**src/rtl/assert_macros.svh**
```systemverilog
// Assertion macros used by the top-level RTL file
`ifndef ASSERT_MACROS_SVH
`define ASSERT_MACROS_SVH

`ifndef NO_ASSERTIONS

`define ASSERT_ALWAYS(lbl, expr) \
  lbl: assert property (@(posedge clk) disable iff (!rst_n) (expr)) \
    else $error("assertion failed");

`define ASSERT_NEXT(lbl, ante, cons) \
  lbl: assert property (@(posedge clk) disable iff (!rst_n) (ante) |=> (cons)) \
    else $error("assertion failed");

`else

`define ASSERT_ALWAYS(lbl, expr)

`define ASSERT_NEXT(lbl, ante, cons)

`endif

`endif

```
**src/rtl/tmpm_pkg.sv**
```systemverilog
// Types and constants for the three-motor PWM driver
package tmpm_pkg;

  typedef enum logic [2:0] {
    ACT_TICK      = 3'd0,
    ACT_SET_SPEED = 3'd1,
    ACT_SET_DIR   = 3'd2,
    ACT_CORRECT   = 3'd3,
    ACT_STEER     = 3'd4,
    ACT_CORR_OFF  = 3'd5
  } action_t;

  typedef enum logic [1:0] {
    CFG_PERIOD  = 2'd0,
    CFG_CRUISE  = 2'd1,
    CFG_VARIANT = 2'd2
  } cfg_idx_t;

  localparam logic [7:0] PERIOD_RST  = 8'd200;
  localparam logic [7:0] CRUISE_RST  = 8'd110;
  localparam logic [6:0] HEADING_MAX = 7'd90;

  // heading segment bounds (heading units)
  localparam logic [6:0] SEG_A_MAX = 7'd15;
  localparam logic [6:0] SEG_B_MAX = 7'd45;
  localparam logic [6:0] SEG_C_MAX = 7'd75;

  localparam logic [5:0] FULL_SCALE = 6'd60;

  // x / 60 == (x * 17477) >> 20 for x < 15360
  localparam logic [14:0] DIV60_RECIP = 15'd17477;
  localparam int          DIV60_SHIFT = 20;

  localparam int NMOT = 3;

  typedef struct packed {
    logic [2:0]        act;
    logic [1:0]        sel;
    logic [7:0]        spd;
    logic              dbit;
    logic [10:0]       corr;
    logic [2:0][13:0]  prod;
    logic [2:0]        sdir;
  } stage_t;

  typedef struct packed {
    logic [7:0]       tick_count;
    logic [2:0][7:0]  req;
    logic [2:0][7:0]  app;
    logic [2:0]       dir;
    logic [2:0]       drv;
    logic             corr_en;
  } state_t;

endpackage

```
**src/rtl/tmpm_in_stage.sv**
```systemverilog
// Input register with steering factor products
module tmpm_in_stage import tmpm_pkg::*; (
  input  logic         clk,
  input  logic         rst_n,
  input  logic         in_valid,
  output logic         in_stall,
  input  logic [2:0]   in_action,
  input  logic [1:0]   in_motor_select,
  input  logic [7:0]   in_speed_value,
  input  logic         in_direction_bit,
  input  logic signed [10:0] in_correction,
  input  logic [6:0]   in_heading,
  input  logic [7:0]   cruise,
  input  logic         variant,
  input  logic         adv,
  output logic         stg_vld,
  output stage_t       stg
);

  logic       vld_r, vld_nxt;
  stage_t     stg_r, stg_nxt;
  logic       accept;
  logic [6:0] h;
  logic [7:0] h2;
  logic [7:0] f_b, f_l, f_r;
  logic [2:0] sdir;

  assign in_stall = vld_r && !adv;
  assign accept   = in_valid && !in_stall;
  assign vld_nxt  = accept || (vld_r && !adv);

  always_comb begin
    h  = (in_heading > HEADING_MAX) ? HEADING_MAX : in_heading;
    h2 = {h, 1'b0};
    if (h <= SEG_A_MAX) begin
      f_b  = 8'(FULL_SCALE);
      f_l  = h2 + 8'd30;
      f_r  = 8'd30 - h2;
      sdir = {1'b1, ~variant, variant};
    end else if (h <= SEG_B_MAX) begin
      f_b  = 8'd90 - h2;
      f_l  = 8'(FULL_SCALE);
      f_r  = h2 - 8'd30;
      sdir = {1'b0, ~variant, variant};
    end else if (h <= SEG_C_MAX) begin
      f_b  = h2 - 8'd90;
      f_l  = 8'd150 - h2;
      f_r  = 8'(FULL_SCALE);
      sdir = {1'b0, ~variant, ~variant};
    end else begin
      f_b  = 8'(FULL_SCALE);
      f_l  = h2 - 8'd150;
      f_r  = 8'd210 - h2;
      sdir = {1'b0, variant, ~variant};
    end
    stg_nxt.act     = in_action;
    stg_nxt.sel     = in_motor_select;
    stg_nxt.spd     = in_speed_value;
    stg_nxt.dbit    = in_direction_bit;
    stg_nxt.corr    = in_correction;
    stg_nxt.prod[0] = 14'(cruise) * 14'(f_b[5:0]);
    stg_nxt.prod[1] = 14'(cruise) * 14'(f_l[5:0]);
    stg_nxt.prod[2] = 14'(cruise) * 14'(f_r[5:0]);
    stg_nxt.sdir    = sdir;
  end

  always_ff @(posedge clk) begin
    if (!rst_n) begin
      vld_r <= 1'b0;
    end else begin
      vld_r <= vld_nxt;
    end
  end

  always_ff @(posedge clk) begin
    if (accept) begin
      stg_r <= stg_nxt;
    end
  end

  assign stg_vld = vld_r;
  assign stg     = stg_r;

endmodule

```
**src/rtl/tmpm_exec.sv**
```systemverilog
// Next-state logic: PWM tick, speed and direction writes, correction, steering, correction off
module tmpm_exec import tmpm_pkg::*; (
  input  stage_t     stg,
  input  state_t     st,
  input  logic [7:0] period,
  input  logic       variant,
  output state_t     st_nxt
);

  logic [28:0]        qp [NMOT];
  logic [7:0]         q [NMOT];
  logic [2:0]         sub;
  logic signed [12:0] corr_ext;
  logic signed [12:0] req_ext [NMOT];
  logic signed [12:0] sum [NMOT];
  logic [7:0]         clamped [NMOT];
  logic [7:0]         tc1;

  always_comb begin
    corr_ext = $signed({{2{stg.corr[10]}}, stg.corr});
    sub[0]   = (st.dir[0] == variant);
    sub[1]   = (st.dir[1] == variant);
    sub[2]   = (st.dir[2] == 1'b0);
    for (int i = 0; i < NMOT; i++) begin
      qp[i]      = 29'(stg.prod[i]) * 29'(DIV60_RECIP);
      q[i]       = qp[i][DIV60_SHIFT +: 8];
      req_ext[i] = $signed({5'b0, st.req[i]});
      sum[i]     = sub[i] ? (req_ext[i] - corr_ext) : (req_ext[i] + corr_ext);
      if (sum[i] < 0) begin
        clamped[i] = 8'd0;
      end else if (sum[i] > $signed({5'b0, period})) begin
        clamped[i] = period;
      end else begin
        clamped[i] = sum[i][7:0];
      end
    end
    tc1 = st.tick_count + 8'd1;
    if (tc1 >= period) begin
      tc1 = 8'd0;
    end

    st_nxt = st;
    case (stg.act)
      ACT_TICK: begin
        for (int i = 0; i < NMOT; i++) begin
          if (st.tick_count == 8'd0) st_nxt.drv[i] = ~st.dir[i];
          if (st.tick_count == st.app[i]) st_nxt.drv[i] = st.dir[i];
        end
        st_nxt.tick_count = tc1;
      end
      ACT_SET_SPEED: begin
        for (int i = 0; i < NMOT; i++) begin
          if (stg.sel == 2'(i + 1)) begin
            st_nxt.req[i] = stg.spd;
            st_nxt.app[i] = stg.spd;
          end
        end
      end
      ACT_SET_DIR: begin
        for (int i = 0; i < NMOT; i++) begin
          if (stg.sel == 2'(i + 1)) st_nxt.dir[i] = stg.dbit;
        end
      end
      ACT_CORRECT: begin
        if (st.corr_en) begin
          for (int i = 0; i < NMOT; i++) st_nxt.app[i] = clamped[i];
        end
      end
      ACT_STEER: begin
        st_nxt.corr_en = 1'b1;
        st_nxt.dir     = stg.sdir;
        for (int i = 0; i < NMOT; i++) begin
          st_nxt.req[i] = q[i];
          st_nxt.app[i] = q[i];
        end
      end
      ACT_CORR_OFF: begin
        st_nxt.corr_en = 1'b0;
      end
      default: begin
        st_nxt = st;
      end
    endcase
  end

endmodule

```
**src/rtl/three_motor_pwm_with_steering_mix_core.sv**
```systemverilog
// Top level of the three-motor PWM driver with steering mix
//
// Input channel (in_*): one action word per accepted handshake (valid high,
// stall low). Actions: PWM tick, set speed, set direction, heading correction,
// steer, correction off. Result channel (out_*): one word per input word with
// the pin levels and applied duties after that action.
// Config port (cfg_*): index 0 period, 1 cruise speed, 2 robot variant;
// always ready, write while no word is in flight.
// Path: an accepted input word passes the input register, then the state/result
// register. Throughput: one word per cycle while out_stall is low; the steering
// product is formed in the input register and the divide by 60 and the state
// update after it, ahead of the state/result register.
// Reset clears all motor state and the tick count and loads period 200,
// cruise 110, variant 0.
// When out_stall holds a result, the state does not advance; one more input word
// is taken into the input register if it is empty, after which in_stall rises.
`include "assert_macros.svh"
module three_motor_pwm_with_steering_mix_core import tmpm_pkg::*; (
  input  logic               clk,
  input  logic               rst_n,
  input  logic               in_valid,
  output logic               in_stall,
  input  logic [2:0]         in_action,
  input  logic [1:0]         in_motor_select,
  input  logic [7:0]         in_speed_value,
  input  logic               in_direction_bit,
  input  logic signed [10:0] in_correction,
  input  logic [6:0]         in_heading,
  output logic               out_valid,
  input  logic               out_stall,
  output logic               out_drive_back,
  output logic               out_drive_left,
  output logic               out_drive_right,
  output logic               out_dir_back,
  output logic               out_dir_left,
  output logic               out_dir_right,
  output logic [7:0]         out_applied_back,
  output logic [7:0]         out_applied_left,
  output logic [7:0]         out_applied_right,
  input  logic               cfg_valid,
  output logic               cfg_ready,
  input  logic [1:0]         cfg_index,
  input  logic [7:0]         cfg_data
);

  logic [7:0] period_lim_r;
  logic [7:0] cruise_r;
  logic       variant_r;
  logic       out_vld_r, out_vld_nxt;
  logic       adv;
  logic       stg_vld;
  stage_t     stg;
  state_t     st_r, st_nxt;

  assign cfg_ready = 1'b1;

  always_ff @(posedge clk) begin
    if (!rst_n) begin
      period_lim_r <= PERIOD_RST;
      cruise_r     <= CRUISE_RST;
      variant_r    <= 1'b0;
    end else if (cfg_valid && cfg_ready) begin
      case (cfg_index)
        CFG_PERIOD:  period_lim_r <= cfg_data;
        CFG_CRUISE:  cruise_r     <= cfg_data;
        CFG_VARIANT: variant_r    <= cfg_data[0];
        default: begin
          variant_r <= variant_r;
        end
      endcase
    end
  end

  assign adv         = stg_vld && (!out_vld_r || !out_stall);
  assign out_vld_nxt = adv || (out_vld_r && out_stall);

  tmpm_in_stage u_in_stage (
    .clk              (clk),
    .rst_n            (rst_n),
    .in_valid         (in_valid),
    .in_stall         (in_stall),
    .in_action        (in_action),
    .in_motor_select  (in_motor_select),
    .in_speed_value   (in_speed_value),
    .in_direction_bit (in_direction_bit),
    .in_correction    (in_correction),
    .in_heading       (in_heading),
    .cruise           (cruise_r),
    .variant          (variant_r),
    .adv              (adv),
    .stg_vld          (stg_vld),
    .stg              (stg)
  );

  tmpm_exec u_exec (
    .stg     (stg),
    .st      (st_r),
    .period  (period_lim_r),
    .variant (variant_r),
    .st_nxt  (st_nxt)
  );

  always_ff @(posedge clk) begin
    if (!rst_n) begin
      st_r      <= '0;
      out_vld_r <= 1'b0;
    end else begin
      out_vld_r <= out_vld_nxt;
      if (adv) begin
        st_r <= st_nxt;
      end
    end
  end

  // result word is the motor state itself; it only moves on adv
  assign out_valid         = out_vld_r;
  assign out_drive_back    = st_r.drv[0];
  assign out_drive_left    = st_r.drv[1];
  assign out_drive_right   = st_r.drv[2];
  assign out_dir_back      = st_r.dir[0];
  assign out_dir_left      = st_r.dir[1];
  assign out_dir_right     = st_r.dir[2];
  assign out_applied_back  = st_r.app[0];
  assign out_applied_left  = st_r.app[1];
  assign out_applied_right = st_r.app[2];

  `ASSERT_NEXT(a_tick_wraps, adv && (stg.act == ACT_TICK), (st_r.tick_count == 8'd0) || (st_r.tick_count < $past(period_lim_r)))
  `ASSERT_NEXT(a_corr_clamped, adv && (stg.act == ACT_CORRECT) && st_r.corr_en, (st_r.app[0] <= $past(period_lim_r)) && (st_r.app[1] <= $past(period_lim_r)) && (st_r.app[2] <= $past(period_lim_r)))
  `ASSERT_NEXT(a_steer_sets, adv && (stg.act == ACT_STEER), st_r.corr_en && (st_r.app == st_r.req) && out_vld_r)

endmodule
```
**config.mk**
```make
export PLATFORM = sky130hd
export DESIGN_NAME = three_motor_pwm_with_steering_mix_core
export DESIGN_NICKNAME = d
export VERILOG_FILES = /design/src/rtl/tmpm_pkg.sv /design/src/rtl/tmpm_in_stage.sv /design/src/rtl/tmpm_exec.sv /design/src/rtl/three_motor_pwm_with_steering_mix_core.sv
export VERILOG_INCLUDE_DIRS = /design/src /design/src/rtl
export SDC_FILE = /design/constraint.sdc
export NUM_CORES = 1
export LEC_CHECK = 0
export ABC_AREA = 0
export BUFFER_PORTS_ARGS = -buffer_cell sky130_fd_sc_hd__buf_2
export CAP_MARGIN = 15
export CORE_MARGIN = 8
export CORE_UTILIZATION = 40
export CTS_BUF_LIST = sky130_fd_sc_hd__clkbuf_8
export DETAILED_ROUTE_END_ITERATION = 8
export PLACE_DENSITY = 0.62
export RECOVER_POWER = 25
export SKIP_LAST_GASP = 1
export SLEW_MARGIN = 30
export SYNTH_ARGS = -nofsm -noshare
export SYNTH_HDL_FRONTEND = slang
export SYNTH_SLANG_ARGS = --single-unit
```
**constraint.sdc**
```tcl
create_clock -name clk -period 9.3 [get_ports clk]
set_input_delay 1.395 -clock clk [delete_from_list [all_inputs] [get_ports clk]]
set_output_delay 1.395 -clock clk [all_outputs]
set_load 0.05 [all_outputs]
```
# Word level (Yosys, flattened, before mapping)
# Cells that the tools add are included.
# Widths: inputs -> output; s select.
[totals] register_bits=152 in_bits=47 output_inout_bits=33 elab_cells=165
[op_classes] add_sub_neg=15 n_mul=6 n_lt_le_gt_ge=11 n_eq_ne=22 muxes=40 bitwise_logic=4 n_reduce_logical=38
[ops] operator="$mul 14x15->28 const B" n=3
[ops] operator="$mux 8" n=10
[ops] operator="$pmux 24 s3" n=1
[ops] operator="$mux 6" n=9
[ops] operator="$pmux 24 s2" n=1
[ops] operator="$mul 8x6->14" n=3
[ops] operator="$gt 13x9->1" n=3
[ops] operator="$lt 13x1->1 const B" n=3
[ops] operator="$mux 13" n=3
[ops] operator="$add 9x11->12" n=3
[ops] operator="$sub 9x11->12" n=3
[ops] operator="$reduce_and 3->1" n=9
[ops] operator="$eq 8x8->1" n=3
[ops] operator="$mux 24" n=1
[ops] operator="$sub 5x6->6 const A" n=4
[ops] operator="$sub 6x5->6 const B" n=3
[ops] operator="$ne 2x1->1 const B" n=6
[ops] operator="$reduce_and 4->1" n=3
[ops] operator="$reduce_bool 2->1" n=6
[ops] operator="$reduce_and 2->1" n=5
[ops] operator="$mux 1" n=9
[ops] operator="$add 8x1->8 const B" n=1
[ops] operator="$ge 8x8->1" n=1
[ops] operator="$logic_not 8->1" n=1
[ops] operator="23 further kinds" n=42

# Logic depth before layout (Yosys ltp)
[depth] word_depth=8 ltp_mapped=28 depth_no_buf=26

# By module
# Synthesis repeated with hierarchy kept, for this count alone.
[hier_totals] cells_unflattened=2430 area_unflattened_um2=21403.0
[modules_own_cells] mod="tmpm_exec" instances=1 cells_each=1347 area_per_inst_um2=10841.6 seq_area_each_um2=0.0
[modules_own_cells] mod="tmpm_in_stage" instances=1 cells_each=708 area_per_inst_um2=7013.0 seq_area_each_um2=2031.9
[modules_own_cells] mod="three_motor_pwm_with_steering_mix_core" instances=1 cells_each=375 area_per_inst_um2=3548.4 seq_area_each_um2=1621.6

# Least setup slack after synthesis
# OpenSTA, ideal clock, no wires.
[synth_path] path_kind="input port to flip-flop" startpoint="in in_heading[4]" endpoint="reg u_in_stage.stg_r, in the netlist u_in_stage.stg[30], data pin" setup_ns=0.258 t_arrival_ns=7.395 t_required_ns=9.042 slack_ns=1.648 cell_stages=25 n_path_buf=1 cell_sequence="clkbuf_1 a21oi_1 o21ai_1 inv_1 ha_1 a31o_2 a31o_2 a21oi_1 nor2_1 a222oi_1 nand2_1 fa_1 fa_1 fa_1 inv_1 ha_1 a21o_1 a21oi_1 o21bai_1 a21oi_1 o21bai_1 a21oi_1 o21bai_1 a21oi_1 xnor2_1"
[synth_rtl] element="start: declaration" line="three_motor_pwm_with_steering_mix_core.sv:28" source="input logic [6:0] in_heading,"
[synth_rtl] element="end signal: assignment" line="tmpm_in_stage.sv:77" source="stg_r <= stg_nxt;"
[synth_rtl] element="end: declaration" line="tmpm_in_stage.sv:21" source="stage_t stg_r, stg_nxt;"

==> run metrics <==
status complete, but fails checks; failing checks max-capacitance violations, max-slew violations; Post-synth ARST share 0%; Hold Path Stages 2; Die Wd 233 um; H-tree depth 4; largest net degree at the start of global routing 68; Vias/cell 5.44; worst-case hold path end point st_r[0]$_SDFFE_PN0P_; crit share post-route 83.2%; Data arrival, critical path 8.00 ns; post-DP HPWL 40,400 um; TritonRoute pass-1 iters 6; GPL Wtd Cong 0.941; r2r endpoint st_r[45]$_SDFFE_PN0P_; ys flop type dfxtp_1; Worst R2R Setup Slack 3.80 ns; Seq/Total Area, Yosys 19.4%; Worst setup SP type primary input; IO buf count 78; Synth Area per Inst 9.06 um2; Worst EP required 9.57 ns; Clock transition at path regs 0.11 ns; nets 2,645; gr usage total 18.4%; yosys warns 0; RSZ-0062 raised after global routing false; post-synth cell types 73; antenna violations before repair 1; worst slew pin tran 3.89 ns; Final Setup Violations 0; area grow syn2layout 6.23%; Hold WC Path Type flip-flop to flip-flop; maximum root-to-sink buffer count 2; crit path max fanout 10; Slew Viols, Final 123; Ports 80; Die Area 54,300 um2; Row Count 79; #FFs+latches synth 149; Wirelength per Cell 18.2 um; Overflow after GRT 0; Slew headroom -159%; crit path kind primary input to flip-flop; r2r worst-path depth 16; die height 233 um; post-route ant nets 0; f_max 0.129 GHz; hold buffers post-CTS 0; Critical Path End Type flip-flop; CTS root buffer clkbuf_8; post-route setup TNS 0 ns; final hold vios 0; Post-Synthesis Cells 2,079; first-pass GRT wire length 79,400 um; clk sink count 149; hold slack 0.508 ns; final wirelength 49,400 um; postcts setup bufs 0; Setup Skew 0.0274 ns; R2R Path Start u_in_stage.stg[28]$_DFFE_PP_; Hold Path Origin st_r[0]$_SDFFE_PN0P_; layout cells sized above 1 7.55%; Vias 14,800; core region area 46,600 um2; CTS tree done; PostCTS Resize Cnt 0; vias in the first global route 14,800; Final min period 7.73 ns; total CTS buffers 17; DRC 0; Synth Net Count 2,630; Mapped Area 18,800 um2; Post-synth EDFFs 67; max-cap check violation count 2; fin util 43.0%; antenna cells 0; DRC marker count from the first detailed-route iteration 983; clk_lat worst skew 0.52 ns; Starting Density 40.4%
## state kept, by name (all words and copies together) (netlist names), 8 cells and up
signal             cells
u_in_stage.stg        67
st_r                  33
cruise_r               8
out_applied_back       8
out_applied_left       8
out_applied_right      8
period_lim_r           8
## logic make-up (layout without fill, tap and decap cells)
kind of cell | Yosys count | in the layout | synth area share [%]
buf+inv | 346 | 374 | 7.42
flops | 149 | 149 | 19.4
fa+ha+maj | 504 | 504 | 37.9
compound gates | 411 | 411 | 14.2
mux | 29 | 29 | 1.65
xor+xnor | 124 | 124 | 5.77
other cells | 1 | 1 | 0.0199
simple gates | 515 | 515 | 13.6
## synthesized netlist by cell type (4+ instances only)
cell / number / share of area [%]
a211oi_1: 7 / 0.28
a21o_1: 23 / 0.92
a21oi_1: 115 / 3.1
a221oi_1: 5 / 0.23
a22oi_1: 6 / 0.24
a31o_2: 9 / 0.42
a31oi_1: 39 / 1.3
a41oi_1: 14 / 0.65
and2_1: 105 / 3.5
and3_1: 6 / 0.20
buf_4: 26 / 1.0
clkbuf_1: 60 / 1.2
dfxtp_1: 82 / 8.7
edfxtp_1: 67 / 11
fa_1: 111 / 12
ha_1: 393 / 26
inv_1: 256 / 5.1
mux2_2: 16 / 0.96
mux2i_1: 13 / 0.69
nand2_1: 129 / 2.6
nand2b_1: 16 / 0.53
nand3_1: 48 / 1.3
nand3b_1: 4 / 0.16
nand4_1: 24 / 0.80
nor2_1: 117 / 2.3
nor2b_1: 14 / 0.47
nor3_1: 15 / 0.40
nor3b_1: 5 / 0.20
nor4_1: 4 / 0.13
o2111ai_1: 5 / 0.23
o211a_1: 5 / 0.27
o211ai_1: 12 / 0.48
o21a_1: 17 / 0.68
o21ai_0: 90 / 2.4
o21bai_1: 21 / 0.84
o31a_1: 7 / 0.33
o31ai_1: 4 / 0.16
or2_2: 9 / 0.30
or3_1: 10 / 0.33
xnor2_1: 93 / 4.3
xor2_1: 31 / 1.4
## worst max-delay path, cell delays in order
cell and delay (ns):
buf_2 0.17, a31o_2 0.17, a21o_1 0.34, inv_1 0.24, ha_1 0.26, a31o_2 0.25, a31o_2 0.24, a21oi_1 0.42
nor2_1 0.21, a222oi_1 0.89, nand2_1 0.16, fa_1 0.49, fa_1 0.53, fa_1 0.55, inv_1 0.07, ha_1 0.28
a21o_1 0.15, a21oi_1 0.22, o21bai_1 0.09, a21oi_1 0.22, o21bai_1 0.09, a21oi_1 0.22, o21bai_1 0.09, a21oi_1 0.17
xnor2_1 0.09
## final cells by class
class | count | area (um2)
multi-input combinational | 1584 | 13800
tap | 607 | 759
fill | 4531 | 26600
clock buffer | 17 | 234
clock inverter | 15 | 143
timing repair buffer | 85 | 433
sequential | 149 | 3650
inverter | 257 | 965
## routing by layer
layer | GRT usage, % | share of wire, % | vias up
met4 | 5.49 | 2.9 | 2
met1 | 25.1 | 47 | 7089
met3 | 3.06 | 5.1 | 73
li1 | - | - | 7221
met5 | 0 | 0.026 | -
met2 | 29.5 | 45 | 374
## worst max path at each step
| stage | from | end | slack, ns | cells past startpoint |
|---|---|---|---|---|
| 2_1_floorplan | in_heading[4] | u_in_stage.stg[30]$_DFFE_PP_ | 1.65 | 25 |
| 3_3_place_gp | in_heading[4] | u_in_stage.stg[30]$_DFFE_PP_ | 1.27 | 25 |
| 3_5_place_dp | in_heading[4] | u_in_stage.stg[30]$_DFFE_PP_ | 1.04 | 25 |
| 4_1_cts | in_heading[4] | u_in_stage.stg[30]$_DFFE_PP_ | 1.61 | 25 |
| 5_1_grt | in_heading[4] | u_in_stage.stg[30]$_DFFE_PP_ | 1.06 | 25 |
| 6_report | in_heading[4] | u_in_stage.stg[30]$_DFFE_PP_ | 1.57 | 25 |
## cells in the final DEF (no fill, tap or decap), types with 73 or more instances in the layout
cell and n:
dfxtp_1 82, and2_1 105, o21ai_0 90, ha_1 393
xnor2_1 92, inv_1 256, fa_1 111, a21oi_1 114
nor2_1 116, nand2_1 129, buf_2 73
## metrics by stage
step | area [um2] | instances | setup WS [ns]
finish | 20000 | 2714 | 1.57
global route | 20000 | 2714 | 1.06
CTS | 20000 | 2714 | 1.61
detailed placement | 19600 | 2682 | 1.04
global placement | 19600 | 2682 | 1.27
floorplan | 18800 | 2079 | 1.65
Power is left out: the tool's default activity adds up to more than one toggle a clock period on the data nets, which glitch-free logic cannot reach.
